===== config.mk =====
export PLATFORM = sky130hd
export DESIGN_NAME = typed_coordinate_frame_parser_flat
export DESIGN_NICKNAME = d
export VERILOG_FILES = /design/src/design/tcfp_pkg.sv /design/src/design/tcfp_ifs.sv /design/src/design/tcfp_ram.sv /design/src/design/tcfp_parser.sv /design/src/design/tcfp_emitter.sv /design/src/design/typed_coordinate_frame_parser.sv /design/src/flat_wrapper.sv
export VERILOG_INCLUDE_DIRS = /design/src /design/src/design
export SDC_FILE = /design/constraint.sdc
export NUM_CORES = 1
export LEC_CHECK = 0
export BUFFER_PORTS_ARGS = -buffer_cell sky130_fd_sc_hd__buf_2
export CORE_MARGIN = 10
export CORE_UTILIZATION = 60
export DETAILED_ROUTE_END_ITERATION = 16
export PLACE_DENSITY = 0.81
export SETUP_SLACK_MARGIN = 0.5
export SLEW_MARGIN = 10
export SYNTH_ARGS = -nofsm -noshare
export SYNTH_HDL_FRONTEND = slang
export SYNTH_SLANG_ARGS = --single-unit

===== constraint.sdc =====
create_clock -name clk -period 8.1 [get_ports clk]
set_input_delay 1.62 -clock clk [delete_from_list [all_inputs] [get_ports clk]]
set_output_delay 1.62 -clock clk [all_outputs]
set_load 0.01 [all_outputs]

===== src/design/typed_coordinate_frame_parser_macros.svh =====
// assertion macros used by the coordinate frame parser top level
`ifndef TYPED_COORDINATE_FRAME_PARSER_MACROS_SVH
`define TYPED_COORDINATE_FRAME_PARSER_MACROS_SVH

// same-cycle implication on clk, held off during reset
`define TCFP_ASSERT_NOW(label, ante, cons, msg) \
	label: assert property (@(posedge clk) disable iff (!arst_n) (ante) |-> (cons)) \
		else $error(msg);

// next-cycle implication on clk, held off during reset
`define TCFP_ASSERT_NEXT(label, ante, cons, msg) \
	label: assert property (@(posedge clk) disable iff (!arst_n) (ante) |=> (cons)) \
		else $error(msg);

`endif


===== src/design/tcfp_pkg.sv =====
// shared types and constants of the coordinate frame parser
package tcfp_pkg;

	localparam int BYTE_W     = 8;
	localparam int KIND_W     = 2;
	localparam int IDX_W      = 4;
	localparam int COORD_W    = 16;
	localparam int FRAME_W    = 16;
	localparam int PAIR_CNT_W = 5;

	localparam int CENTER_PAIRS_DEF = 9;
	localparam int PIECE_PAIRS_DEF  = 5;

	// received byte codes
	localparam logic [BYTE_W-1:0] BYTE_HEADER = 8'h2C;
	localparam logic [BYTE_W-1:0] BYTE_CENTRE = 8'h12;
	localparam logic [BYTE_W-1:0] BYTE_BLACK  = 8'h13;
	localparam logic [BYTE_W-1:0] BYTE_WHITE  = 8'h14;
	localparam logic [BYTE_W-1:0] BYTE_END    = 8'h5B;

	// frame kind codes on the output
	localparam logic [KIND_W-1:0] KIND_CENTRE = 2'd0;
	localparam logic [KIND_W-1:0] KIND_WHITE  = 2'd1;
	localparam logic [KIND_W-1:0] KIND_BLACK  = 2'd2;

	// completed frame handed from parser to emitter
	typedef struct packed {
		logic                  valid;
		logic [KIND_W-1:0]     kind;
		logic [PAIR_CNT_W-1:0] pairs;
		logic [FRAME_W-1:0]    frame;
	} tcfp_start_t;

endpackage


===== src/design/tcfp_ifs.sv =====
// valid/ready channel interfaces for byte input and pair output
interface tcfp_in_if;
	logic                         valid;
	logic                         ready;
	logic [tcfp_pkg::BYTE_W-1:0]  rx_byte;

	modport source (output valid, output rx_byte, input ready);
	modport sink (input valid, input rx_byte, output ready);
endinterface

interface tcfp_out_if;
	logic                                valid;
	logic                                ready;
	logic [tcfp_pkg::KIND_W-1:0]         frame_kind;
	logic [tcfp_pkg::IDX_W-1:0]          pair_index;
	logic signed [tcfp_pkg::COORD_W-1:0] coord_x;
	logic signed [tcfp_pkg::COORD_W-1:0] coord_y;
	logic [tcfp_pkg::FRAME_W-1:0]        frame_number;
	logic                                last_pair;

	modport source (output valid, output frame_kind, output pair_index, output coord_x,
		output coord_y, output frame_number, output last_pair, input ready);
	modport sink (input valid, input frame_kind, input pair_index, input coord_x,
		input coord_y, input frame_number, input last_pair, output ready);
endinterface


===== src/design/tcfp_ram.sv =====
// generic single-write, single-read ram with registered read data
module tcfp_ram #(
	parameter int WIDTH = 8,
	parameter int DEPTH = 36
) (
	input  logic                     clk,
	input  logic                     wr_en,
	input  logic [$clog2(DEPTH)-1:0] wr_addr,
	input  logic [WIDTH-1:0]         wr_data,
	input  logic                     rd_en,
	input  logic [$clog2(DEPTH)-1:0] rd_addr,
	output logic [WIDTH-1:0]         rd_data
);

	logic [WIDTH-1:0] mem_q [DEPTH];
	logic [WIDTH-1:0] rd_data_q;

	// write port
	always_ff @(posedge clk) begin
		if (wr_en) begin
			mem_q[wr_addr] <= wr_data;
		end
	end

	// registered read port
	always_ff @(posedge clk) begin
		if (rd_en) begin
			rd_data_q <= mem_q[rd_addr];
		end
	end

	assign rd_data = rd_data_q;

endmodule


===== src/design/tcfp_parser.sv =====
// byte parser: header, kind and payload phases, store writes, frame completion
module tcfp_parser #(
	parameter int CENTER_PAIRS = tcfp_pkg::CENTER_PAIRS_DEF,
	parameter int PIECE_PAIRS  = tcfp_pkg::PIECE_PAIRS_DEF,
	parameter int DEPTH        = 4 * ((CENTER_PAIRS > PIECE_PAIRS) ? CENTER_PAIRS : PIECE_PAIRS)
) (
	input  logic                        clk,
	input  logic                        arst_n,
	input  logic                        in_valid,
	input  logic [tcfp_pkg::BYTE_W-1:0] in_byte,
	input  logic                        busy,
	output logic                        in_ready,
	output logic                        wr_en,
	output logic [$clog2(DEPTH)-1:0]    wr_addr,
	output logic [tcfp_pkg::BYTE_W-1:0] wr_data,
	output tcfp_pkg::tcfp_start_t       start
);

	localparam int AW = $clog2(DEPTH);
	localparam int CW = $clog2(DEPTH + 1);
	localparam logic [CW-1:0] CENTER_BYTES = CW'(4 * CENTER_PAIRS);
	localparam logic [CW-1:0] PIECE_BYTES  = CW'(4 * PIECE_PAIRS);
	localparam logic [CW-1:0] DEPTH_C      = CW'(DEPTH);

	localparam logic [1:0] PH_IDLE    = 2'd0;
	localparam logic [1:0] PH_KIND    = 2'd1;
	localparam logic [1:0] PH_PAYLOAD = 2'd2;

	logic [1:0]                    phase_q, phase_n;
	logic [tcfp_pkg::KIND_W-1:0]   kind_q, kind_n;
	logic [CW-1:0]                 count_q, count_n;
	logic [tcfp_pkg::FRAME_W-1:0]  frames_q;
	logic [CW-1:0]                 need;
	logic                          store_c;
	logic                          accept;
	logic                          complete;

	assign in_ready = !busy;
	assign accept   = in_valid && in_ready;

	// next phase, kind and count for the byte on the input
	always_comb begin
		phase_n = phase_q;
		kind_n  = kind_q;
		count_n = count_q;
		store_c = 1'b0;
		case (phase_q)
			PH_IDLE: begin
				if (in_byte == tcfp_pkg::BYTE_HEADER) begin
					phase_n = PH_KIND;
				end else begin
					count_n = '0;
				end
			end
			PH_KIND: begin
				if (in_byte == tcfp_pkg::BYTE_CENTRE) begin
					kind_n = tcfp_pkg::KIND_CENTRE;
				end else if (in_byte == tcfp_pkg::BYTE_BLACK) begin
					kind_n = tcfp_pkg::KIND_BLACK;
				end else if (in_byte == tcfp_pkg::BYTE_WHITE) begin
					kind_n = tcfp_pkg::KIND_WHITE;
				end
				phase_n = PH_PAYLOAD;
			end
			PH_PAYLOAD: begin
				if (in_byte == tcfp_pkg::BYTE_END) begin
					phase_n = PH_IDLE;
				end else if (count_q < DEPTH_C) begin
					store_c = 1'b1;
					count_n = count_q + 1'b1;
				end
			end
			default: begin
				phase_n = PH_IDLE;
				count_n = '0;
			end
		endcase
	end

	// size check against the kind in force after this byte
	assign need     = (kind_n == tcfp_pkg::KIND_CENTRE) ? CENTER_BYTES : PIECE_BYTES;
	assign complete = (count_n >= need);

	// store write at the current fill position
	assign wr_en   = accept && store_c;
	assign wr_addr = count_q[AW-1:0];
	assign wr_data = in_byte;

	// completed frame goes to the emitter in the accepting cycle
	assign start.valid = accept && complete;
	assign start.kind  = kind_n;
	assign start.pairs = tcfp_pkg::PAIR_CNT_W'(count_n >> 2);
	assign start.frame = frames_q + 1'b1;

	// parser state
	always_ff @(posedge clk or negedge arst_n) begin
		if (!arst_n) begin
			phase_q  <= PH_IDLE;
			kind_q   <= tcfp_pkg::KIND_CENTRE;
			count_q  <= '0;
			frames_q <= '0;
		end else if (accept) begin
			kind_q <= kind_n;
			if (complete) begin
				phase_q  <= PH_IDLE;
				count_q  <= '0;
				frames_q <= frames_q + 1'b1;
			end else begin
				phase_q <= phase_n;
				count_q <= count_n;
			end
		end
	end

endmodule


===== src/design/tcfp_emitter.sv =====
// pair emitter: reads the store one byte a cycle in its read state into a shift register
module tcfp_emitter #(
	parameter int DEPTH = 36
) (
	input  logic                        clk,
	input  logic                        arst_n,
	input  tcfp_pkg::tcfp_start_t       start,
	output logic                        busy,
	output logic                        rd_en,
	output logic [$clog2(DEPTH)-1:0]    rd_addr,
	input  logic [tcfp_pkg::BYTE_W-1:0] rd_data,
	tcfp_out_if.source                  out_ch
);

	localparam int AW = $clog2(DEPTH);
	localparam int SW = 3 * tcfp_pkg::BYTE_W;

	localparam logic [1:0] EM_IDLE = 2'd0;
	localparam logic [1:0] EM_READ = 2'd1;
	localparam logic [1:0] EM_SHOW = 2'd2;

	localparam logic [2:0] CNT_LAST = 3'd4;

	logic [1:0]                          state_q;
	logic [2:0]                          cnt_q;
	logic [tcfp_pkg::PAIR_CNT_W-1:0]     pair_q;
	logic [tcfp_pkg::PAIR_CNT_W-1:0]     pairs_q;
	logic [tcfp_pkg::PAIR_CNT_W-1:0]     pair_inc;
	logic [SW-1:0]                       shreg_q;
	logic [tcfp_pkg::KIND_W-1:0]         kind_q;
	logic [tcfp_pkg::FRAME_W-1:0]        frame_q;
	logic signed [tcfp_pkg::COORD_W-1:0] x_q;
	logic signed [tcfp_pkg::COORD_W-1:0] y_q;
	logic [tcfp_pkg::IDX_W-1:0]          idx_q;
	logic                                last_q;

	assign busy     = (state_q != EM_IDLE);
	assign pair_inc = pair_q + 1'b1;

	// one store read per cycle for the four bytes of a pair
	assign rd_en   = (state_q == EM_READ) && (cnt_q != CNT_LAST);
	assign rd_addr = AW'({pair_q, cnt_q[1:0]});

	// sequencer
	always_ff @(posedge clk or negedge arst_n) begin
		if (!arst_n) begin
			state_q <= EM_IDLE;
			cnt_q   <= '0;
			pair_q  <= '0;
			pairs_q <= '0;
		end else begin
			case (state_q)
				EM_IDLE: begin
					if (start.valid) begin
						pairs_q <= start.pairs;
						pair_q  <= '0;
						cnt_q   <= '0;
						state_q <= EM_READ;
					end
				end
				EM_READ: begin
					cnt_q <= cnt_q + 1'b1;
					if (cnt_q == CNT_LAST) begin
						state_q <= EM_SHOW;
					end
				end
				EM_SHOW: begin
					if (out_ch.ready) begin
						if (pair_inc == pairs_q) begin
							state_q <= EM_IDLE;
						end else begin
							pair_q  <= pair_inc;
							cnt_q   <= '0;
							state_q <= EM_READ;
						end
					end
				end
				default: begin
					state_q <= EM_IDLE;
				end
			endcase
		end
	end

	// byte shift register and output item
	always_ff @(posedge clk) begin
		if ((state_q == EM_IDLE) && start.valid) begin
			kind_q  <= start.kind;
			frame_q <= start.frame;
		end
		if ((state_q == EM_READ) && (cnt_q != '0)) begin
			if (cnt_q == CNT_LAST) begin
				x_q    <= shreg_q[SW-1:tcfp_pkg::BYTE_W];
				y_q    <= {shreg_q[tcfp_pkg::BYTE_W-1:0], rd_data};
				idx_q  <= pair_q[tcfp_pkg::IDX_W-1:0];
				last_q <= (pair_inc == pairs_q);
			end else begin
				shreg_q <= {shreg_q[SW-tcfp_pkg::BYTE_W-1:0], rd_data};
			end
		end
	end

	assign out_ch.valid        = (state_q == EM_SHOW);
	assign out_ch.frame_kind   = kind_q;
	assign out_ch.pair_index   = idx_q;
	assign out_ch.coord_x      = x_q;
	assign out_ch.coord_y      = y_q;
	assign out_ch.frame_number = frame_q;
	assign out_ch.last_pair    = last_q;

endmodule


===== src/design/typed_coordinate_frame_parser.sv =====
// top level of the typed coordinate frame parser
// Takes one received byte per cycle while no frame is being emitted. When a byte completes
// a frame, the input holds off ready and the block emits count/4 coordinate pairs, each one
// built from four store bytes read one per cycle through the store's single read port:
// each pair is read and shifted in the read state and then shown until the output takes
// it, and the reads of the next pair start only after that.
`include "typed_coordinate_frame_parser_macros.svh"

module typed_coordinate_frame_parser #(
	parameter int CENTER_PAIRS = tcfp_pkg::CENTER_PAIRS_DEF,
	parameter int PIECE_PAIRS  = tcfp_pkg::PIECE_PAIRS_DEF
) (
	input logic        clk,
	input logic        arst_n,
	tcfp_in_if.sink    in_ch,
	tcfp_out_if.source out_ch
);

	localparam int DEPTH = 4 * ((CENTER_PAIRS > PIECE_PAIRS) ? CENTER_PAIRS : PIECE_PAIRS);
	localparam int AW    = $clog2(DEPTH);

	logic                        busy;
	logic                        wr_en;
	logic [AW-1:0]               wr_addr;
	logic [tcfp_pkg::BYTE_W-1:0] wr_data;
	logic                        rd_en;
	logic [AW-1:0]               rd_addr;
	logic [tcfp_pkg::BYTE_W-1:0] rd_data;
	tcfp_pkg::tcfp_start_t       start;
	logic                        take_mid;
	logic                        take_last;

	// byte parser
	tcfp_parser #(
		.CENTER_PAIRS(CENTER_PAIRS),
		.PIECE_PAIRS (PIECE_PAIRS),
		.DEPTH       (DEPTH)
	) u_parser (
		.clk     (clk),
		.arst_n  (arst_n),
		.in_valid(in_ch.valid),
		.in_byte (in_ch.rx_byte),
		.busy    (busy),
		.in_ready(in_ch.ready),
		.wr_en   (wr_en),
		.wr_addr (wr_addr),
		.wr_data (wr_data),
		.start   (start)
	);

	// payload store
	tcfp_ram #(
		.WIDTH(tcfp_pkg::BYTE_W),
		.DEPTH(DEPTH)
	) u_store (
		.clk    (clk),
		.wr_en  (wr_en),
		.wr_addr(wr_addr),
		.wr_data(wr_data),
		.rd_en  (rd_en),
		.rd_addr(rd_addr),
		.rd_data(rd_data)
	);

	// pair emitter
	tcfp_emitter #(
		.DEPTH(DEPTH)
	) u_emitter (
		.clk    (clk),
		.arst_n (arst_n),
		.start  (start),
		.busy   (busy),
		.rd_en  (rd_en),
		.rd_addr(rd_addr),
		.rd_data(rd_data),
		.out_ch (out_ch)
	);

	// pair items taken, split by last flag
	assign take_mid  = out_ch.valid && out_ch.ready && !out_ch.last_pair;
	assign take_last = out_ch.valid && out_ch.ready && out_ch.last_pair;

	// checks on parser and emitter cooperation
	`TCFP_ASSERT_NOW(a_no_input_while_shown, out_ch.valid, !in_ch.ready, "input open during emit")
	`TCFP_ASSERT_NEXT(a_start_taken, start.valid, busy, "completed frame not picked up")
	`TCFP_ASSERT_NEXT(a_more_pairs, take_mid, busy && !out_ch.valid, "pair sequence cut short")
	`TCFP_ASSERT_NEXT(a_frame_done, take_last, !out_ch.valid && !busy, "emit ran past last pair")

endmodule

===== src/flat_wrapper.sv =====
// flat-port wrapper written by rule: the top's interface ports become plain ports
module typed_coordinate_frame_parser_flat 
#(
	parameter int CENTER_PAIRS = tcfp_pkg::CENTER_PAIRS_DEF,
	parameter int PIECE_PAIRS  = tcfp_pkg::PIECE_PAIRS_DEF
)
  (clk, arst_n, in_ch_valid, in_ch_rx_byte, in_ch_ready, out_ch_valid, out_ch_frame_kind, out_ch_pair_index, out_ch_coord_x, out_ch_coord_y, out_ch_frame_number, out_ch_last_pair, out_ch_ready);
  tcfp_in_if in_ch_i ();
  tcfp_out_if out_ch_i ();
  input logic clk;
  input logic arst_n;
  input wire logic [$bits(in_ch_i.valid)-1:0] in_ch_valid;
  input wire logic [$bits(in_ch_i.rx_byte)-1:0] in_ch_rx_byte;
  output wire logic [$bits(in_ch_i.ready)-1:0] in_ch_ready;
  output wire logic [$bits(out_ch_i.valid)-1:0] out_ch_valid;
  output wire logic [$bits(out_ch_i.frame_kind)-1:0] out_ch_frame_kind;
  output wire logic [$bits(out_ch_i.pair_index)-1:0] out_ch_pair_index;
  output wire logic [$bits(out_ch_i.coord_x)-1:0] out_ch_coord_x;
  output wire logic [$bits(out_ch_i.coord_y)-1:0] out_ch_coord_y;
  output wire logic [$bits(out_ch_i.frame_number)-1:0] out_ch_frame_number;
  output wire logic [$bits(out_ch_i.last_pair)-1:0] out_ch_last_pair;
  input wire logic [$bits(out_ch_i.ready)-1:0] out_ch_ready;
  assign in_ch_i.valid = in_ch_valid;
  assign in_ch_i.rx_byte = in_ch_rx_byte;
  assign in_ch_ready = in_ch_i.ready;
  assign out_ch_valid = out_ch_i.valid;
  assign out_ch_frame_kind = out_ch_i.frame_kind;
  assign out_ch_pair_index = out_ch_i.pair_index;
  assign out_ch_coord_x = out_ch_i.coord_x;
  assign out_ch_coord_y = out_ch_i.coord_y;
  assign out_ch_frame_number = out_ch_i.frame_number;
  assign out_ch_last_pair = out_ch_i.last_pair;
  assign out_ch_i.ready = out_ch_ready;
  typed_coordinate_frame_parser #(.CENTER_PAIRS(CENTER_PAIRS), .PIECE_PAIRS(PIECE_PAIRS)) u_core (.clk(clk), .arst_n(arst_n), .in_ch(in_ch_i), .out_ch(out_ch_i));
endmodule

==> out/metrics.cfg <==
[logic_synthesis]
ys_seq_area_share_pct = 75.3
yosys.area.top_type = edfxtp_1
synth-simple-area-share_pct = 5.29
synthTopCellsByArea = edfxtp_1 (69%), mux4_2 (12%), dfrtp_1 (6.1%), nor2_1 (1.4%), nand2_1 (1.3%)
synth_commonest_cells = edfxtp_1 (375), mux4_2 (88), nor2_1 (59)
syn_area_um2 = 16300
synthCells = 853
synth_seq_cells = 415
async_flop_share_pct = 9.64
synth_most_common_cell = edfxtp_1
avgSynthCellArea_um2 = 19.1
synth_compound_area_share_pct = 2.88
muxShareOfSynthArea_pct = 12.8
ys_types = 54
synthFlopType = edfxtp_1
synth_nets = 872
synth_edf_count = 375
synth_top_family_by_area = multiplexers
yosysTopAreaCellShare_pct = 69.2
synthAdderAreaFrac_pct = 0.538
ys_warn_count = 0
synth_xor_area_share_pct = 1.94

[clock_network]
clock_sinks = 415
cts_resized = 0
cts_hold_buffers = 0
post_cts_buffers = 0
cts_tree = done
clkLatencyLatePin_ps = 540
h-tree-depth = 2
clockBufferDepth = 3
cts_buffers = 41
clk_pin_slew_ps = 60
cts-root-buf = clkbuf_16

[sta]
max_slew_margin_pct = 23.3
max_freq_mhz = 197
setup_ws_ps = 3030
worst_slew_pin_slew_ps = 1140
fin_crit_sh_pct = 62.6
finalSetupViolations = 0
rsz0062_at_grt = no
fin_setup_tns_ps = 0
hold_viol_final = 0
layout_min_cycle_time_ps = 5070
whs_ps = 420
fin_skew_ps = 18.6
finalMaxSlewViolations = 0

[critical_path]
path_max_fanout = 39
critical_path_buf_inv_count = 2
criticalPathCategory = in -> reg
endpoint_kind = register
critPathLaunchType = input port
critPathTopFamily = compound AO/OA/AOI/OAI gates
worst_path_most_repeated_cell = o21ai_0
worst_ep_required_time_ps = 8510
crit_slowest_cell = o31ai_4
critPathMaxStageDelay_ps = 710
crit_path_cell_trace = buf_2 -> nor4b_1 -> nand2_1 -> o21ai_0 -> o21ai_0 -> or2_2 -> ha_1 -> a21o_1 -> o31ai_4 -> inv_2 -> or3_1
crit_arrival_ps = 5480

[drt]
ant_nets = 0
drtPass1Iterations = 5
wl_um = 30200
dr_total_vias = 8008
wl_per_cell_um = 23.2
drt_iter0_markers = 771
drc = 0
avgViaCountPerCell = 6.16

[floorplan]
start_util_pct = 60.8
rows = 60
die_w_um = 185
die_area_um2 = 34100
die_h_um = 185
core_area_um2 = 26800
ios = 69

[finish]
multi_input_area_um2 = 3830
fillers = 1672
antenna_cells = 0
final_cells = 1301
drive_gt1_share_pct = 23.9
regArea_um2 = 12300
fin_util_pct = 67.9
area_growth_pct = 11.7
fin_nets = 952
final_area_um2 = 18200

[pwr]
ir_worst_vdd_mv = 0.204
p_leak_nw = 6.29
powerDensity_nw_per_um2 = 313
p_total_mw = 5.70

[job]
cap_violations = 0

[place]
dp_slack_ps = 2490
place_area_um2 = 16900
place_inst = 1231
place.port_buffers = 68
globalplace.congestion = 0.830
hpwlAfterDp_um = 18300

[grt]
grt_pass1_wl_um = 47100
grt_max_degree = 76
grt_pass1_vias = 8083
antenna_found_initial = 0
grt.overflow.total = 0
track_usage_pct = 18.0

[min_path]
holdCritPathClass = reg -> reg

[run_status]
status = complete, no violations

## flip-flops by register name (all words and copies together), names as in the netlist
name and cells:
u_core.u_emitter.cnt_q 3, u_core.u_emitter.out_ch.coord_x 16, u_core.u_emitter.out_ch.coord_y 16, u_core.u_emitter.out_ch.frame_kind 2, u_core.u_emitter.out_ch.frame_number 16, u_core.u_emitter.out_ch.last_pair 1, u_core.u_emitter.out_ch.pair_index 4, u_core.u_emitter.pair_q 5
u_core.u_emitter.pairs_q 4, u_core.u_emitter.shreg_q 24, u_core.u_emitter.state_q 2, u_core.u_parser.frames_q 16, u_core.u_parser.kind_q 2, u_core.u_parser.phase_q 2, u_core.u_parser.wr_addr 6, u_core.u_store.mem_q 288
u_core.u_store.rd_data 8
## cell type report
type                            count  share of cell area [%]
Sequential cell                   415                    67.4
Multi-Input combinational cell    391                    21.0
Clock buffer                       54                    6.07
Tap cell                          341                    2.35
Timing Repair Buffer               74                    2.12
Clock inverter                     16                   0.784
Inverter                           10                   0.206
## worst register-to-register path, delay by kind of cell, from the launching register on
kind                       cells  cell delay [ps]
and+or+nand+nor                4             1240
adders and majority gates      1              320
buffers and inverters          2              590
AOI/OAI and AO/OA              4             1290
DFF                            1              450
## routing by layer
| metal | share of wire (%) | track usage, % | vias to the layer above |
|---|---|---|---|
| met5 | 0 | 0.460 | - |
| met3 | 7.6 | 4.06 | 61 |
| li1 | - | - | 3552 |
| met4 | 2.7 | 6.14 | 0 |
| met2 | 48 | 27.8 | 329 |
| met1 | 42 | 24.9 | 4066 |
## placed cells by master (no fill, tap or decap), types with 10 or more instances in the layout
cell	netlist	final
clkbuf_1	21	10
nand3_1	11	11
mux4_2	88	88
xnor2_1	16	16
clkbuf_16	0	41
buf_2	11	68
o21ai_0	22	22
dfrtp_1	40	38
nand2_1	56	56
xor2_1	20	20
nor2_1	59	57
a21oi_1	11	11
edfxtp_1	375	375
## cells by family after synthesis
logic type / Yosys count
AND/OR/NAND/NOR: 182
AO/OA/AOI/OAI: 68
XOR/XNOR: 36
multiplexers: 98
adder cells (fa/ha/maj): 7
flip-flops: 415
buffers and inverters: 47
## path summary, 6_finish.rpt
| kind | start | end | slack (ps) | cells past startpoint |
|---|---|---|---|---|
| min | u_core.u_emitter.shreg_q[22]$_DFFE_PP_ | u_core.u_emitter.out_ch.coord_x[14]$_DFFE_PP_ | 420 | 0 |
| min reg2reg | u_core.u_emitter.shreg_q[22]$_DFFE_PP_ | u_core.u_emitter.out_ch.coord_x[14]$_DFFE_PP_ | 420 | 0 |
| min in group asynchronous | arst_n | u_core.u_emitter.state_q[1]$_DFFE_PN0P_ | 1220 | 1 |
| max | in_ch_rx_byte[4] | u_core.u_emitter.state_q[0]$_DFFE_PN0P_ | 3030 | 11 |
| max in group asynchronous | arst_n | u_core.u_emitter.cnt_q[0]$_DFFE_PN0P_ | 6210 | 1 |
| max reg2reg | u_core.u_parser.phase_q[0]$_DFFE_PN0P_ | u_core.u_emitter.state_q[0]$_DFFE_PN0P_ | 4110 | 11 |
## where the power goes
group	internal [mW]	switching, mW
logic	0.555	0.608
registers	2.56	0.199
clock network	1.02	0.752
Power figures use the tool's default switching activity.
